<file path="src/tmq_pkg.sv">
package tmq_pkg;

  // Request codes carried in req_type.
  typedef enum logic [1:0] {
    REQ_SEND  = 2'd0,
    REQ_RECV  = 2'd1,
    REQ_FLUSH = 2'd2
  } req_e;

  // Result status codes.
  typedef enum logic [2:0] {
    STS_OK      = 3'd0,
    STS_INVALID = 3'd1,
    STS_AGAIN   = 3'd2,
    STS_NOMSG   = 3'd3,
    STS_TOOBIG  = 3'd4
  } status_e;

  // Configuration register indexes.
  localparam int unsigned CFG_IDX_W = 1;
  localparam logic [CFG_IDX_W-1:0] CFG_QUEUE_BYTE_LIMIT = 1'b0;
  localparam logic [CFG_IDX_W-1:0] CFG_MAX_MESSAGE_SIZE = 1'b1;
  localparam int unsigned CFG_DATA_W = 16;

  // Configuration reset values.
  localparam logic [15:0] QUEUE_BYTE_LIMIT_RST = 16'd16384;
  localparam logic [13:0] MAX_MESSAGE_SIZE_RST = 14'd8192;

  // One request item.
  typedef struct packed {
    logic [1:0]         req_type;
    logic [30:0]        send_type;
    logic signed [31:0] want_type;
    logic [15:0]        msg_size;
    logic               allow_truncate;
    logic [15:0]        payload_handle;
  } req_t;

  // One result item.
  typedef struct packed {
    status_e     status;
    logic [30:0] out_type;
    logic [13:0] out_size;
    logic [15:0] out_handle;
    logic [4:0]  queue_count;
    logic [15:0] queue_bytes;
  } rsp_t;

  // One stored message.
  typedef struct packed {
    logic [30:0] msg_type;
    logic [13:0] size;
    logic [15:0] handle;
  } entry_t;

  // Controller state.
  typedef enum logic [2:0] {
    CS_IDLE,
    CS_EXEC,
    CS_SCAN,
    CS_DECIDE,
    CS_SHIFT,
    CS_DONE
  } ctrl_state_e;

  // Commands from the controller to the datapath.
  typedef struct packed {
    logic load_req;
    logic exec;
    logic scan;
    logic decide;
    logic shift;
    logic load_out;
  } ctrl_cmd_t;

  // Status from the datapath to the controller.
  typedef struct packed {
    logic recv_scan;
    logic scan_done;
    logic shift_go;
    logic shift_done;
  } dp_sts_t;

endpackage

</file>
<file path="src/typed_message_queue_core.sv">
// Typed message queue holding up to QUEUE_DEPTH messages (type, size, handle)
// in arrival order. Each request item yields one result item. A send or flush
// goes from execution straight to the result register. A receive also scans
// and decides: the message store has one registered read port, so the scan
// reads one entry per cycle (k entries, up to the queue count, and all of
// them for a negative selector), and compaction after a removal moves one
// entry per cycle (m, the number of entries behind the removed one). The next
// item is accepted as soon as the result is in the output register, before
// it is taken.
module typed_message_queue_core #(
  parameter int unsigned QUEUE_DEPTH   = 16,
  parameter int unsigned MAX_MSG_BYTES = 8192
) (
  input  logic                           clk_i,
  input  logic                           rst_ni,
  input  logic                           in_valid_i,
  output logic                           in_ready_o,
  input  tmq_pkg::req_t                  in_data_i,
  output logic                           out_valid_o,
  input  logic                           out_ready_i,
  output tmq_pkg::rsp_t                  out_data_o,
  input  logic                           cfg_we_i,
  input  logic [tmq_pkg::CFG_IDX_W-1:0]  cfg_addr_i,
  input  logic [tmq_pkg::CFG_DATA_W-1:0] cfg_wdata_i
);

  tmq_pkg::ctrl_cmd_t cmd;
  tmq_pkg::dp_sts_t   sts;

  // Sequencer for request handling.
  tmq_ctrl u_ctrl (
    .clk_i       (clk_i),
    .rst_ni      (rst_ni),
    .in_valid_i  (in_valid_i),
    .in_ready_o  (in_ready_o),
    .out_valid_o (out_valid_o),
    .out_ready_i (out_ready_i),
    .sts_i       (sts),
    .cmd_o       (cmd)
  );

  // Message store, counters and result logic.
  tmq_datapath #(
    .QUEUE_DEPTH   (QUEUE_DEPTH),
    .MAX_MSG_BYTES (MAX_MSG_BYTES)
  ) u_datapath (
    .clk_i       (clk_i),
    .rst_ni      (rst_ni),
    .cfg_we_i    (cfg_we_i),
    .cfg_addr_i  (cfg_addr_i),
    .cfg_wdata_i (cfg_wdata_i),
    .in_data_i   (in_data_i),
    .out_data_o  (out_data_o),
    .cmd_i       (cmd),
    .sts_o       (sts)
  );

endmodule

</file>
<file path="src/tmq_ctrl.sv">
module tmq_ctrl (
  input  logic                clk_i,
  input  logic                rst_ni,
  input  logic                in_valid_i,
  output logic                in_ready_o,
  output logic                out_valid_o,
  input  logic                out_ready_i,
  input  tmq_pkg::dp_sts_t    sts_i,
  output tmq_pkg::ctrl_cmd_t  cmd_o
);

  tmq_pkg::ctrl_state_e state_q, state_d;
  logic                 out_valid_q, out_valid_d;
  logic                 out_free;

  // The output register can take a new item when empty or being drained.
  assign out_free = !out_valid_q || out_ready_i;

  // State and output-valid registers.
  always_ff @(posedge clk_i or negedge rst_ni) begin
    if (!rst_ni) begin
      state_q     <= tmq_pkg::CS_IDLE;
      out_valid_q <= 1'b0;
    end else begin
      state_q     <= state_d;
      out_valid_q <= out_valid_d;
    end
  end

  // Next state and commands.
  always_comb begin
    state_d    = state_q;
    cmd_o      = '0;
    in_ready_o = 1'b0;
    unique case (state_q)
      tmq_pkg::CS_IDLE: begin
        in_ready_o = 1'b1;
        if (in_valid_i) begin
          cmd_o.load_req = 1'b1;
          state_d        = tmq_pkg::CS_EXEC;
        end
      end
      tmq_pkg::CS_EXEC: begin
        cmd_o.exec = 1'b1;
        state_d    = sts_i.recv_scan ? tmq_pkg::CS_SCAN : tmq_pkg::CS_DONE;
      end
      tmq_pkg::CS_SCAN: begin
        cmd_o.scan = 1'b1;
        if (sts_i.scan_done) begin
          state_d = tmq_pkg::CS_DECIDE;
        end
      end
      tmq_pkg::CS_DECIDE: begin
        cmd_o.decide = 1'b1;
        state_d      = sts_i.shift_go ? tmq_pkg::CS_SHIFT : tmq_pkg::CS_DONE;
      end
      tmq_pkg::CS_SHIFT: begin
        cmd_o.shift = 1'b1;
        if (sts_i.shift_done) begin
          state_d = tmq_pkg::CS_DONE;
        end
      end
      tmq_pkg::CS_DONE: begin
        if (out_free) begin
          cmd_o.load_out = 1'b1;
          state_d        = tmq_pkg::CS_IDLE;
        end
      end
      default: state_d = tmq_pkg::CS_IDLE;
    endcase
  end

  // Output valid sets on a load and clears when the item is taken.
  always_comb begin
    out_valid_d = out_valid_q;
    if (cmd_o.load_out) begin
      out_valid_d = 1'b1;
    end else if (out_ready_i) begin
      out_valid_d = 1'b0;
    end
  end

  assign out_valid_o = out_valid_q;

  // A result is never loaded over one that is still waiting.
  a_no_overwrite: assert property (@(posedge clk_i) disable iff (!rst_ni)
    (out_valid_q && !out_ready_i) |-> !cmd_o.load_out)
    else $error("result loaded over a waiting item");

  // The scan is only entered from request execution.
  a_scan_entry: assert property (@(posedge clk_i) disable iff (!rst_ni)
    (state_q == tmq_pkg::CS_SCAN) |->
      ($past(state_q) == tmq_pkg::CS_EXEC || $past(state_q) == tmq_pkg::CS_SCAN))
    else $error("scan entered out of sequence");

endmodule

</file>
<file path="src/tmq_datapath.sv">
module tmq_datapath #(
  parameter int unsigned QUEUE_DEPTH   = 16,
  parameter int unsigned MAX_MSG_BYTES = 8192
) (
  input  logic                              clk_i,
  input  logic                              rst_ni,
  input  logic                              cfg_we_i,
  input  logic [tmq_pkg::CFG_IDX_W-1:0]     cfg_addr_i,
  input  logic [tmq_pkg::CFG_DATA_W-1:0]    cfg_wdata_i,
  input  tmq_pkg::req_t                     in_data_i,
  output tmq_pkg::rsp_t                     out_data_o,
  input  tmq_pkg::ctrl_cmd_t                cmd_i,
  output tmq_pkg::dp_sts_t                  sts_o
);

  localparam int unsigned AW = (QUEUE_DEPTH > 1) ? $clog2(QUEUE_DEPTH) : 1;
  localparam int unsigned CW = $clog2(QUEUE_DEPTH + 1);

  // Configuration registers.
  logic [15:0] byte_limit_q;
  logic [13:0] max_size_q;

  // Queue state.
  logic [CW-1:0] cnt_q, cnt_d;
  logic [15:0]   bytes_q, bytes_d;

  // Latched request and result fields.
  tmq_pkg::req_t    req_q;
  tmq_pkg::status_e res_status_q, res_status_d;
  logic [30:0]      res_type_q, res_type_d;
  logic [13:0]      res_size_q, res_size_d;
  logic [15:0]      res_handle_q, res_handle_d;
  tmq_pkg::rsp_t    out_q;

  // Scan and shift state.
  logic [AW-1:0]   scan_idx_q, scan_idx_d;
  logic [AW-1:0]   shift_idx_q, shift_idx_d;
  logic            found_q, found_d;
  tmq_pkg::entry_t best_q, best_d;
  logic [AW-1:0]   best_idx_q, best_idx_d;

  // Message store.
  tmq_pkg::entry_t mem [QUEUE_DEPTH];
  tmq_pkg::entry_t rd_data_q;
  tmq_pkg::entry_t wr_data;
  logic [AW-1:0]   rd_addr, wr_addr;
  logic            wr_en;

  // Helper values.
  logic [AW-1:0] last_idx;
  logic [31:0]   want_mag;
  logic [31:0]   ent_type_ext;
  logic          hit;
  logic          want_neg, want_zero;
  logic          big;

  assign last_idx     = cnt_q[AW-1:0] - AW'(1);
  assign want_neg     = req_q.want_type[31];
  assign want_zero    = (req_q.want_type == '0);
  assign want_mag     = 32'd0 - $unsigned(req_q.want_type);
  assign ent_type_ext = {1'b0, rd_data_q.msg_type};
  assign big          = {2'b00, best_q.size} > req_q.msg_size;

  // Match test for the entry read in the previous cycle.
  always_comb begin
    if (want_zero) begin
      hit = 1'b1;
    end else if (!want_neg) begin
      hit = (ent_type_ext == $unsigned(req_q.want_type));
    end else begin
      hit = (ent_type_ext <= want_mag) &&
            (!found_q || (rd_data_q.msg_type < best_q.msg_type));
    end
  end

  // Configuration registers.
  always_ff @(posedge clk_i or negedge rst_ni) begin
    if (!rst_ni) begin
      byte_limit_q <= tmq_pkg::QUEUE_BYTE_LIMIT_RST;
      max_size_q   <= tmq_pkg::MAX_MESSAGE_SIZE_RST;
    end else if (cfg_we_i) begin
      unique case (cfg_addr_i)
        tmq_pkg::CFG_QUEUE_BYTE_LIMIT: byte_limit_q <= cfg_wdata_i;
        tmq_pkg::CFG_MAX_MESSAGE_SIZE: max_size_q   <= cfg_wdata_i[13:0];
        default: ;
      endcase
    end
  end

  // Queue count and byte total.
  always_ff @(posedge clk_i or negedge rst_ni) begin
    if (!rst_ni) begin
      cnt_q   <= '0;
      bytes_q <= '0;
    end else begin
      cnt_q   <= cnt_d;
      bytes_q <= bytes_d;
    end
  end

  // Payload registers.
  always_ff @(posedge clk_i) begin
    if (cmd_i.load_req) begin
      req_q <= in_data_i;
    end
    if (cmd_i.load_out) begin
      out_q <= '{status:      res_status_q,
                 out_type:    res_type_q,
                 out_size:    res_size_q,
                 out_handle:  res_handle_q,
                 queue_count: 5'(cnt_q),
                 queue_bytes: bytes_q};
    end
    res_status_q <= res_status_d;
    res_type_q   <= res_type_d;
    res_size_q   <= res_size_d;
    res_handle_q <= res_handle_d;
    scan_idx_q   <= scan_idx_d;
    shift_idx_q  <= shift_idx_d;
    found_q      <= found_d;
    best_q       <= best_d;
    best_idx_q   <= best_idx_d;
  end

  // Message store: one write port, one registered read port.
  always_ff @(posedge clk_i) begin
    if (wr_en) begin
      mem[wr_addr] <= wr_data;
    end
    rd_data_q <= mem[rd_addr];
  end

  // Request execution, scan, decision and compaction.
  always_comb begin
    cnt_d        = cnt_q;
    bytes_d      = bytes_q;
    res_status_d = res_status_q;
    res_type_d   = res_type_q;
    res_size_d   = res_size_q;
    res_handle_d = res_handle_q;
    scan_idx_d   = scan_idx_q;
    shift_idx_d  = shift_idx_q;
    found_d      = found_q;
    best_d       = best_q;
    best_idx_d   = best_idx_q;
    rd_addr      = '0;
    wr_en        = 1'b0;
    wr_addr      = cnt_q[AW-1:0];
    wr_data      = '{msg_type: req_q.send_type,
                     size:     req_q.msg_size[13:0],
                     handle:   req_q.payload_handle};
    sts_o        = '0;

    if (cmd_i.exec) begin
      res_type_d   = '0;
      res_size_d   = '0;
      res_handle_d = '0;
      unique case (req_q.req_type)
        tmq_pkg::REQ_SEND: begin
          if ((req_q.msg_size > {2'b00, max_size_q}) ||
              ({1'b0, req_q.msg_size} > 17'(MAX_MSG_BYTES)) ||
              (req_q.send_type == '0)) begin
            res_status_d = tmq_pkg::STS_INVALID;
          end else if (({1'b0, bytes_q} + {1'b0, req_q.msg_size}) >
                       {1'b0, byte_limit_q}) begin
            res_status_d = tmq_pkg::STS_AGAIN;
          end else if (cnt_q >= CW'(QUEUE_DEPTH)) begin
            res_status_d = tmq_pkg::STS_AGAIN;
          end else begin
            res_status_d = tmq_pkg::STS_OK;
            wr_en        = 1'b1;
            cnt_d        = cnt_q + CW'(1);
            bytes_d      = bytes_q + req_q.msg_size;
          end
        end
        tmq_pkg::REQ_RECV: begin
          if (cnt_q == '0) begin
            res_status_d = tmq_pkg::STS_NOMSG;
          end else begin
            sts_o.recv_scan = 1'b1;
            scan_idx_d      = '0;
            found_d         = 1'b0;
            rd_addr         = '0;
          end
        end
        tmq_pkg::REQ_FLUSH: begin
          res_status_d = tmq_pkg::STS_OK;
          cnt_d        = '0;
          bytes_d      = '0;
        end
        default: res_status_d = tmq_pkg::STS_INVALID;
      endcase
    end

    // One entry per cycle; exact and any selectors stop at the first hit.
    if (cmd_i.scan) begin
      if (hit) begin
        found_d    = 1'b1;
        best_d     = rd_data_q;
        best_idx_d = scan_idx_q;
      end
      sts_o.scan_done = (hit && !want_neg) || (scan_idx_q == last_idx);
      if (!sts_o.scan_done) begin
        scan_idx_d = scan_idx_q + AW'(1);
        rd_addr    = scan_idx_q + AW'(1);
      end
    end

    // Remove or refuse the chosen message.
    if (cmd_i.decide) begin
      if (!found_q) begin
        res_status_d = tmq_pkg::STS_NOMSG;
      end else if (big && !req_q.allow_truncate) begin
        res_status_d = tmq_pkg::STS_TOOBIG;
      end else begin
        res_status_d = tmq_pkg::STS_OK;
        res_type_d   = best_q.msg_type;
        res_size_d   = big ? req_q.msg_size[13:0] : best_q.size;
        res_handle_d = best_q.handle;
        cnt_d        = cnt_q - CW'(1);
        bytes_d      = ({2'b00, best_q.size} <= bytes_q) ?
                       (bytes_q - {2'b00, best_q.size}) : '0;
        if (best_idx_q != last_idx) begin
          sts_o.shift_go = 1'b1;
          shift_idx_d    = best_idx_q + AW'(1);
          rd_addr        = best_idx_q + AW'(1);
        end
      end
    end

    // Compaction: each entry after the removed one moves down by one.
    if (cmd_i.shift) begin
      wr_en            = 1'b1;
      wr_addr          = shift_idx_q - AW'(1);
      wr_data          = rd_data_q;
      sts_o.shift_done = (shift_idx_q == cnt_q[AW-1:0]);
      if (!sts_o.shift_done) begin
        shift_idx_d = shift_idx_q + AW'(1);
        rd_addr     = shift_idx_q + AW'(1);
      end
    end
  end

  assign out_data_o = out_q;

  // The count never passes the store depth.
  a_cnt_bound: assert property (@(posedge clk_i) disable iff (!rst_ni)
    cnt_q <= CW'(QUEUE_DEPTH))
    else $error("queue count above depth");

  // An empty queue holds no bytes.
  a_empty_bytes: assert property (@(posedge clk_i) disable iff (!rst_ni)
    (cnt_q == '0) |-> (bytes_q == '0))
    else $error("bytes on an empty queue");

  // Compaction writes stay inside the remaining entries.
  a_shift_addr: assert property (@(posedge clk_i) disable iff (!rst_ni)
    cmd_i.shift |-> ((CW + 1)'(wr_addr) < (CW + 1)'(cnt_q)))
    else $error("compaction write beyond the queue");

endmodule
</file>
<file path="config.mk">
export PLATFORM = sky130hd
export DESIGN_NAME = typed_message_queue_core
export DESIGN_NICKNAME = d
export VERILOG_FILES = /design/src/tmq_pkg.sv /design/src/typed_message_queue_core.sv /design/src/tmq_ctrl.sv /design/src/tmq_datapath.sv
export SDC_FILE = /design/constraint.sdc
export NUM_CORES = 2
export LEC_CHECK = 0
export BUFFER_PORTS_ARGS = -buffer_cell sky130_fd_sc_hd__buf_2
export CORE_ASPECT_RATIO = 0.75
export CORE_UTILIZATION = 35
export CTS_CLUSTER_SIZE = 16
export DETAILED_ROUTE_END_ITERATION = 8
export HOLD_SLACK_MARGIN = 0.12
export PLACE_DENSITY = 0.61
export SLEW_MARGIN = 20
export SYNTH_ARGS = -nofsm -noshare
export SYNTH_HDL_FRONTEND = slang
export SYNTH_SLANG_ARGS = --single-unit
</file>
<file path="constraint.sdc">
create_clock -name clk_i -period 7.9 [get_ports clk_i]
set_input_delay 1.185 -clock clk_i [delete_from_list [all_inputs] [get_ports clk_i]]
set_output_delay 1.185 -clock clk_i [all_outputs]
set_load 0.01 [all_outputs]
</file>
Yosys cells after proc, flatten, opt, wreduce, memory -nomap -nowiden:

Memory sizes are Yosys's and may differ from the RTL's. A register that Yosys moved wholly into a read port is not among the register bits.
Cells that the tools add are included.

* bits of input ports: 120
* flip-flop bits (word level): 376
* memories kept: 1
* output and inout port bits: 87
* bits in writable memories: 976

Memories
* u_datapath.mem: depth 16, width 61, read ports 1, clocked after memory_dff 1, wr ports 1, line tmq_datapath.sv:43 `tmq_pkg::entry_t mem [QUEUE_DEPTH];`

* $add $sub $neg: 11
* equal/unequal tests: 16
* mux-type cells: 102
* order comparisons: 8
* bitwise logic cells: 1
* reduce and logical (&&, ||, !) cells: 24

Operators with widths (number)
* $mux 16: 12
* $mux 31: 4
* $mux 4: 20
* $mux 14: 5
* $mux 61: 1
* $mux 1: 36
* $mux 3: 12
* $mux 5: 7
* $eq 31x32->1: 1
* $le 31x32->1: 1
* $logic_not 32->1: 1
* $pmux 16 s2: 1
* $sub 1x32->32 const A: 1
* $logic_not 31->1: 1
* $lt 31x31->1: 1
* $pmux 3 s6: 1
* $add 16x16->17: 1
* $gt 17x16->1: 1
* $add 16x16->16: 1
* $gt 14x16->1: 1
* $gt 16x14->1: 1
* $gt 16x14->1 const B: 1
* $le 14x16->1: 1
* $sub 16x14->16: 1
* other kinds (28): 49

Longest topological paths before layout:

* depth in word-level cells: 15
* depth in mapped cells: 22
* depth with buffers taken out: 21

Modules after synthesis:

Synthesis repeated with hierarchy kept, for this count alone.

* cell total of the unflattened synthesis: 4060
* area, all modules: 58822.7 um^2

By module, submodules not included
* tmq_datapath: area each 58536.1 um^2, instances 1, cells each 4027
* tmq_ctrl: area each 286.5 um^2, instances 1, cells each 33

Least setup slack after synthesis:

No wires, ideal clock.

* kind: register to register
* start: reg u_datapath.req_q[35] in the netlist's numbering
* end: reg u_datapath.best_idx_q[0] (enable)
* library setup time: 0.578 ns
* clock period less this slack: 8.755 ns
* path slack: -0.855 ns
* path buffers: 1
* arrival time: 8.177 ns
* stages on the path, launching flop included: 20
* cell sequence: edfxtp_1 > nor3_1 > and3_1 > nand2_1 > or2_2 > clkbuf_1 > or3_1 > nand2b_1 > nor2_1 > xor2_1 > ha_1 > a21o_1 > a21o_1 > a21oi_1 > nor2b_1 > o21ai_0 > nand2b_1 > a221oi_1 > o21ai_0 > o21ai_0

* word-level cells in the longest chain between the ends: 6
* elaborated cells between the ends (all ways): 8
* those cells by class: add/sub (1); order compare (1); eq/ne (1); mux (2); reduce/logical (3)

RTL lines
* start: declaration: line tmq_datapath.sv:28 `tmq_pkg::req_t req_q;`
* start signal: assignment: line tmq_datapath.sv:104 `req_q <= in_data_i;`
* $sub 1x32->32: line tmq_datapath.sv:60 `assign want_mag = 32'd0 - $unsigned(req_q.want_type);`
* $le 31x32->1: line tmq_datapath.sv:71 `hit = (ent_type_ext <= want_mag) &&`
* $logic_and 1x1->1: line tmq_datapath.sv:71
* $mux 1: line tmq_datapath.sv:68 `end else if (!want_neg) begin`
* $mux 1 *: line tmq_datapath.sv:66 `if (want_zero) begin`
* $reduce_and 2->1 (no source line) *
* end signal: assignment: line tmq_datapath.sv:122 `best_idx_q <= best_idx_d;`
* end: declaration: line tmq_datapath.sv:40 `logic [AW-1:0] best_idx_q, best_idx_d;`

Mark *: on every way between the ends. The rest lies on a longest branch, timed or not.
A chain may end at the register's enable or synchronous reset.

Final worst setup path:

* start: reg u_datapath.req_q[17] in the netlist's numbering
* end: mem u_datapath.mem[14][8] in the netlist's numbering (enable)

* word-level cells in the longest chain between the ends: 9
* elaborated cells between the ends (all ways): 13
* those cells by class: add/sub (1); order compare (3); mux (7); reduce/logical (2)

RTL lines
* $add 16x16->17 (tied with other cells): line tmq_datapath.sv:164 `end else if (({1'b0, bytes_q} + {1'b0, req_q.msg_size}) >`
* $gt 17x16->1 / $logic_or 1x1->1 (equally long branches): line tmq_datapath.sv:164, tmq_datapath.sv:160
* $mux 1 / $logic_or 1x1->1 (equally long branches): line tmq_datapath.sv:164, tmq_datapath.sv:161
* $mux 1 *: line tmq_datapath.sv:160 `if ((req_q.msg_size > {2'b00, max_size_q}) ||`
* $mux 1 *: line tmq_datapath.sv:158 `unique case (req_q.req_type)`
* $mux 1 *: line tmq_datapath.sv:154 `if (cmd_i.exec) begin`
* $mux 1 *: line tmq_datapath.sv:232 `if (cmd_i.shift) begin`
* $mux 1 *: line tmq_datapath.sv:127 `if (wr_en) begin`
* $mux 1 (not written as such) *: line tmq_datapath.sv:128 `mem[wr_addr] <= wr_data;`
* end: declaration: line tmq_datapath.sv:43

Marks and branches as above.

==> out/metrics.cfg <==
[cts]
clk_pin_slew_ns = 0.06
cts_sinks = 1413
cts-root-buf = clkbuf_16
insertion_delay_ns = 0.78
htree_levels = 4
cts_buffers = 137
post_cts.repair.setup_buffers = 0
clk_path_buf_depth = 3
tritoncts = done
hold_buffers = 0
cts_resized = 0

[finish]
multi_input_area_um2 = 16400
final_area_um2 = 66800
final-seq-area_um2 = 40800
utilization_pct = 40.4
fillers = 15000
drive_gt1_share_pct = 15.9
antennaDiodeCount = 0
final_nets = 4371
area_growth_pct = 14.2

[critical_path]
reg2reg_from = u_datapath.req_q[17]
critPathArrivalTime_ns = 7.46
ff2ff_path_depth = 22
critPathKind = flop to flop
timing.rr.end = u_datapath.mem[14][8]
cp-start-kind = flop
cpMostUsedCell = buf_4
crit_path_max_fanout = 29
required_ns = 8.30
r2r_setup_slack_ns = 0.84
path_cells = ha_1, fa_1, a21o_1, a21oi_1, o21bai_1, a2111oi_0, o21a_1, o21bai_1, a21oi_1, xnor2_1, ha_1, a2111oi_0, nand2_1, o21ai_0, o211ai_1, or3_1, buf_4, nor3_1, buf_4, a31oi_1, nor2_4, buf_4
crit_start = u_datapath.req_q[17]
cp-end-kind = flop
critical_path.max_stage_delay_ns = 0.72
slowest_stage = a2111oi_0

[synth]
synth-compound-area-share_pct = 8.02
ys_warn_count = 0
synth_most_common_cell = edfxtp_1
ys_seq_area_share_pct = 69.8
synth_mux_area_share_pct = 9.15
synth-xor-area-share_pct = 1.54
ys_top_cells_by_count = edfxtp_1 (1227), mux2i_1 (380), nand2_1 (252)
synthSimpleGateAreaFrac_pct = 5.72
synth_cells = 3875
synth_ff_type = edfxtp_1
synthAdderAreaFrac_pct = 3.10
synth_top_family_by_area = multiplexers
synth-async-reset-ratio_pct = 3.89
synth_area_leader_cell = edfxtp_1
netlist_top_cells_area = edfxtp_1 (63%), mux2i_1 (6.5%), dfxtp_1 (4.5%)
synth_fp_nets = 4139
synth-seq-cells = 1413
synthesis.area_um2 = 58500
netlist.area_leader.share_pct = 63.0
synth_cell_types = 70
syn_avg_cell_area_um2 = 15.1
synth_edf_count = 1227

[timing]
tightest_slew_ns = 1.11
fin_crit_sh_pct = 89.4
clock_skew_ns = 0.0249
period_minus_slack_ns = 7.06
grt_setup_unrepaired = no
slew_headroom_pct = 25.8
setup_violations = 0
fin_setup_tns_ns = 0
slew_violations = 0
fin_ws_ns = 0.837
fmax_mhz = 142
hold_violations = 0

[placement]
place_area_um2 = 62300
gp_congestion = 0.867
portBuffers = 206
hpwl_mm = 92.6
pre_cts_ws_ns = 0.948

[die]
die_y_um = 356
row_count = 129
coreArea_um2 = 165000
initial_core_util_pct = 35.4
pin_count = 207
die_w_um = 474
die-area_um2 = 169000

[power]
p_int_uw = 16500
seq_power_share_pct = 42.1
p_per_area_nw_per_um2 = 379
swShare_pct = 34.7
p_clk_share_pct = 26.0
leakage_uw = 0.0252
p_comb_share_pct = 31.9
peakVddDrop_mv = 0.263
p_total_uw = 25300
p_switching_uw = 8790

[worst_hold_path]
min-delay-start = u_datapath.res_type_q[4]
hold_path.class = flop to flop
worstHoldPathCells = 0
min_to = u_datapath.out_data_o[55]

[global_routing]
grt-ovfl-total = 0
grt_max_degree = 119
grt_pass1_vias = 32000
grt_pass1_wl_mm = 215
grt_usage_pct = 17.1
antenna_found_initial = 5

[detailed_routing]
totalWireLength_mm = 148
drt_pre_antenna_iters = 6
remaining_drc_errors = 0
routed_via_density = 5.15
drt_iter0_drc = 3059
routedWlPerCell_um = 22.9
vias = 33200
ant_nets = 0

[outcome]
status = complete, no violations

[job]
maxCapViolCount = 0

## critical path, delay by kind of cell (launching register included)
kind | cells | cell delay (ns)
adders and majority gates | 3 | 0.96
DFF | 1 | 0.45
xor gates and xnor gates | 1 | 0.18
buffers and inverters | 3 | 0.92
and+or+nand+nor | 4 | 0.89
AOI/OAI and AO/OA | 11 | 3.21
## kinds of logic after synthesis
group / count (synthesis)
flops: 1413
compound gates: 707
simple gates: 682
mux: 518
buf+inv: 308
fa+ha+maj: 144
xor+xnor: 103
## layer usage
layer,vias up,wire [µm],GRT usage [%],share of wire [%]
met4,0,2730,4.60,1.9
met3,177,8890,3.02,6.0
met1,16700,69600,25.1,47
met5,-,0,0,0
met2,963,66200,26.1,45
li1,15300,-,-,-
## worst max-delay path by stage
stage / to / slack (ns) / cells past startpoint
floorplan: u_datapath.mem[12][0] / 0.13 / 20
global placement: u_datapath.mem[14][12] / 0.90 / 22
global route: u_datapath.mem[14][11] / 0.43 / 22
detailed placement: u_datapath.mem[14][12] / 0.95 / 22
CTS: u_datapath.mem[14][8] / 0.86 / 22
finish: u_datapath.mem[14][8] / 0.84 / 22
## placed cells by master (no fill, tap or decap), types with 55 or more instances in the layout
master / n
o21ai_0: 102
edfxtp_1: 1227
mux2i_1: 380
buf_2: 206
o22ai_1: 66
a21o_1: 59
nor2b_1: 132
inv_1: 115
buf_4: 55
nand2_1: 249
nand3_1: 90
mux2_2: 138
a221o_1: 64
xnor2_1: 56
dfxtp_1: 131
a21oi_1: 188
a211oi_1: 124
clkbuf_16: 140
ha_1: 142
## sequential cells by signal, summed over array words and instances (netlist names), 5 cells and up
name	flops
u_datapath.best_q	61
u_datapath.mem	976
u_datapath.res_type_q	31
u_datapath.out_data_o	85
u_datapath.cnt_q	5
u_datapath.bytes_q	16
u_datapath.max_size_q	14
u_datapath.res_handle_q	16
u_datapath.ent_type_ext	31
u_datapath.byte_limit_q	16
u_datapath.rd_data_q	30
u_datapath.res_size_q	14
u_datapath.req_q	98
## power by group through the flow
| stage | clock, µW | combinational (µW) | sequential [µW] |
|---|---|---|---|
| 4_1_cts | 6720 | 8090 | 10700 |
| 3_3_place_gp | 0 | 7970 | 10800 |
| 3_5_place_dp | 0 | 8060 | 10800 |
| 5_1_grt | 6990 | 8750 | 10700 |
| 2_1_floorplan | 0 | 5430 | 10600 |
| 6_report | 6590 | 8080 | 10700 |
## layout make-up
type,count,share of cell area [%]
clock buffer,194,5.65
clock inverter,59,1.04
inverter,115,0.646
multi-input combinational,2154,24.5
sequential,1413,61.1
tap,2227,4.17
timing repair buffer,286,2.91
## metrics by stage
stage,hold WS [ns],cells
final,0.410,6448
after global routing,0.434,6448
after global placement,0.414,6195
after CTS,0.417,6448
after detailed placement,0.412,6195
after floorplan,0.400,3875
Power figures use the tool's default switching activity.
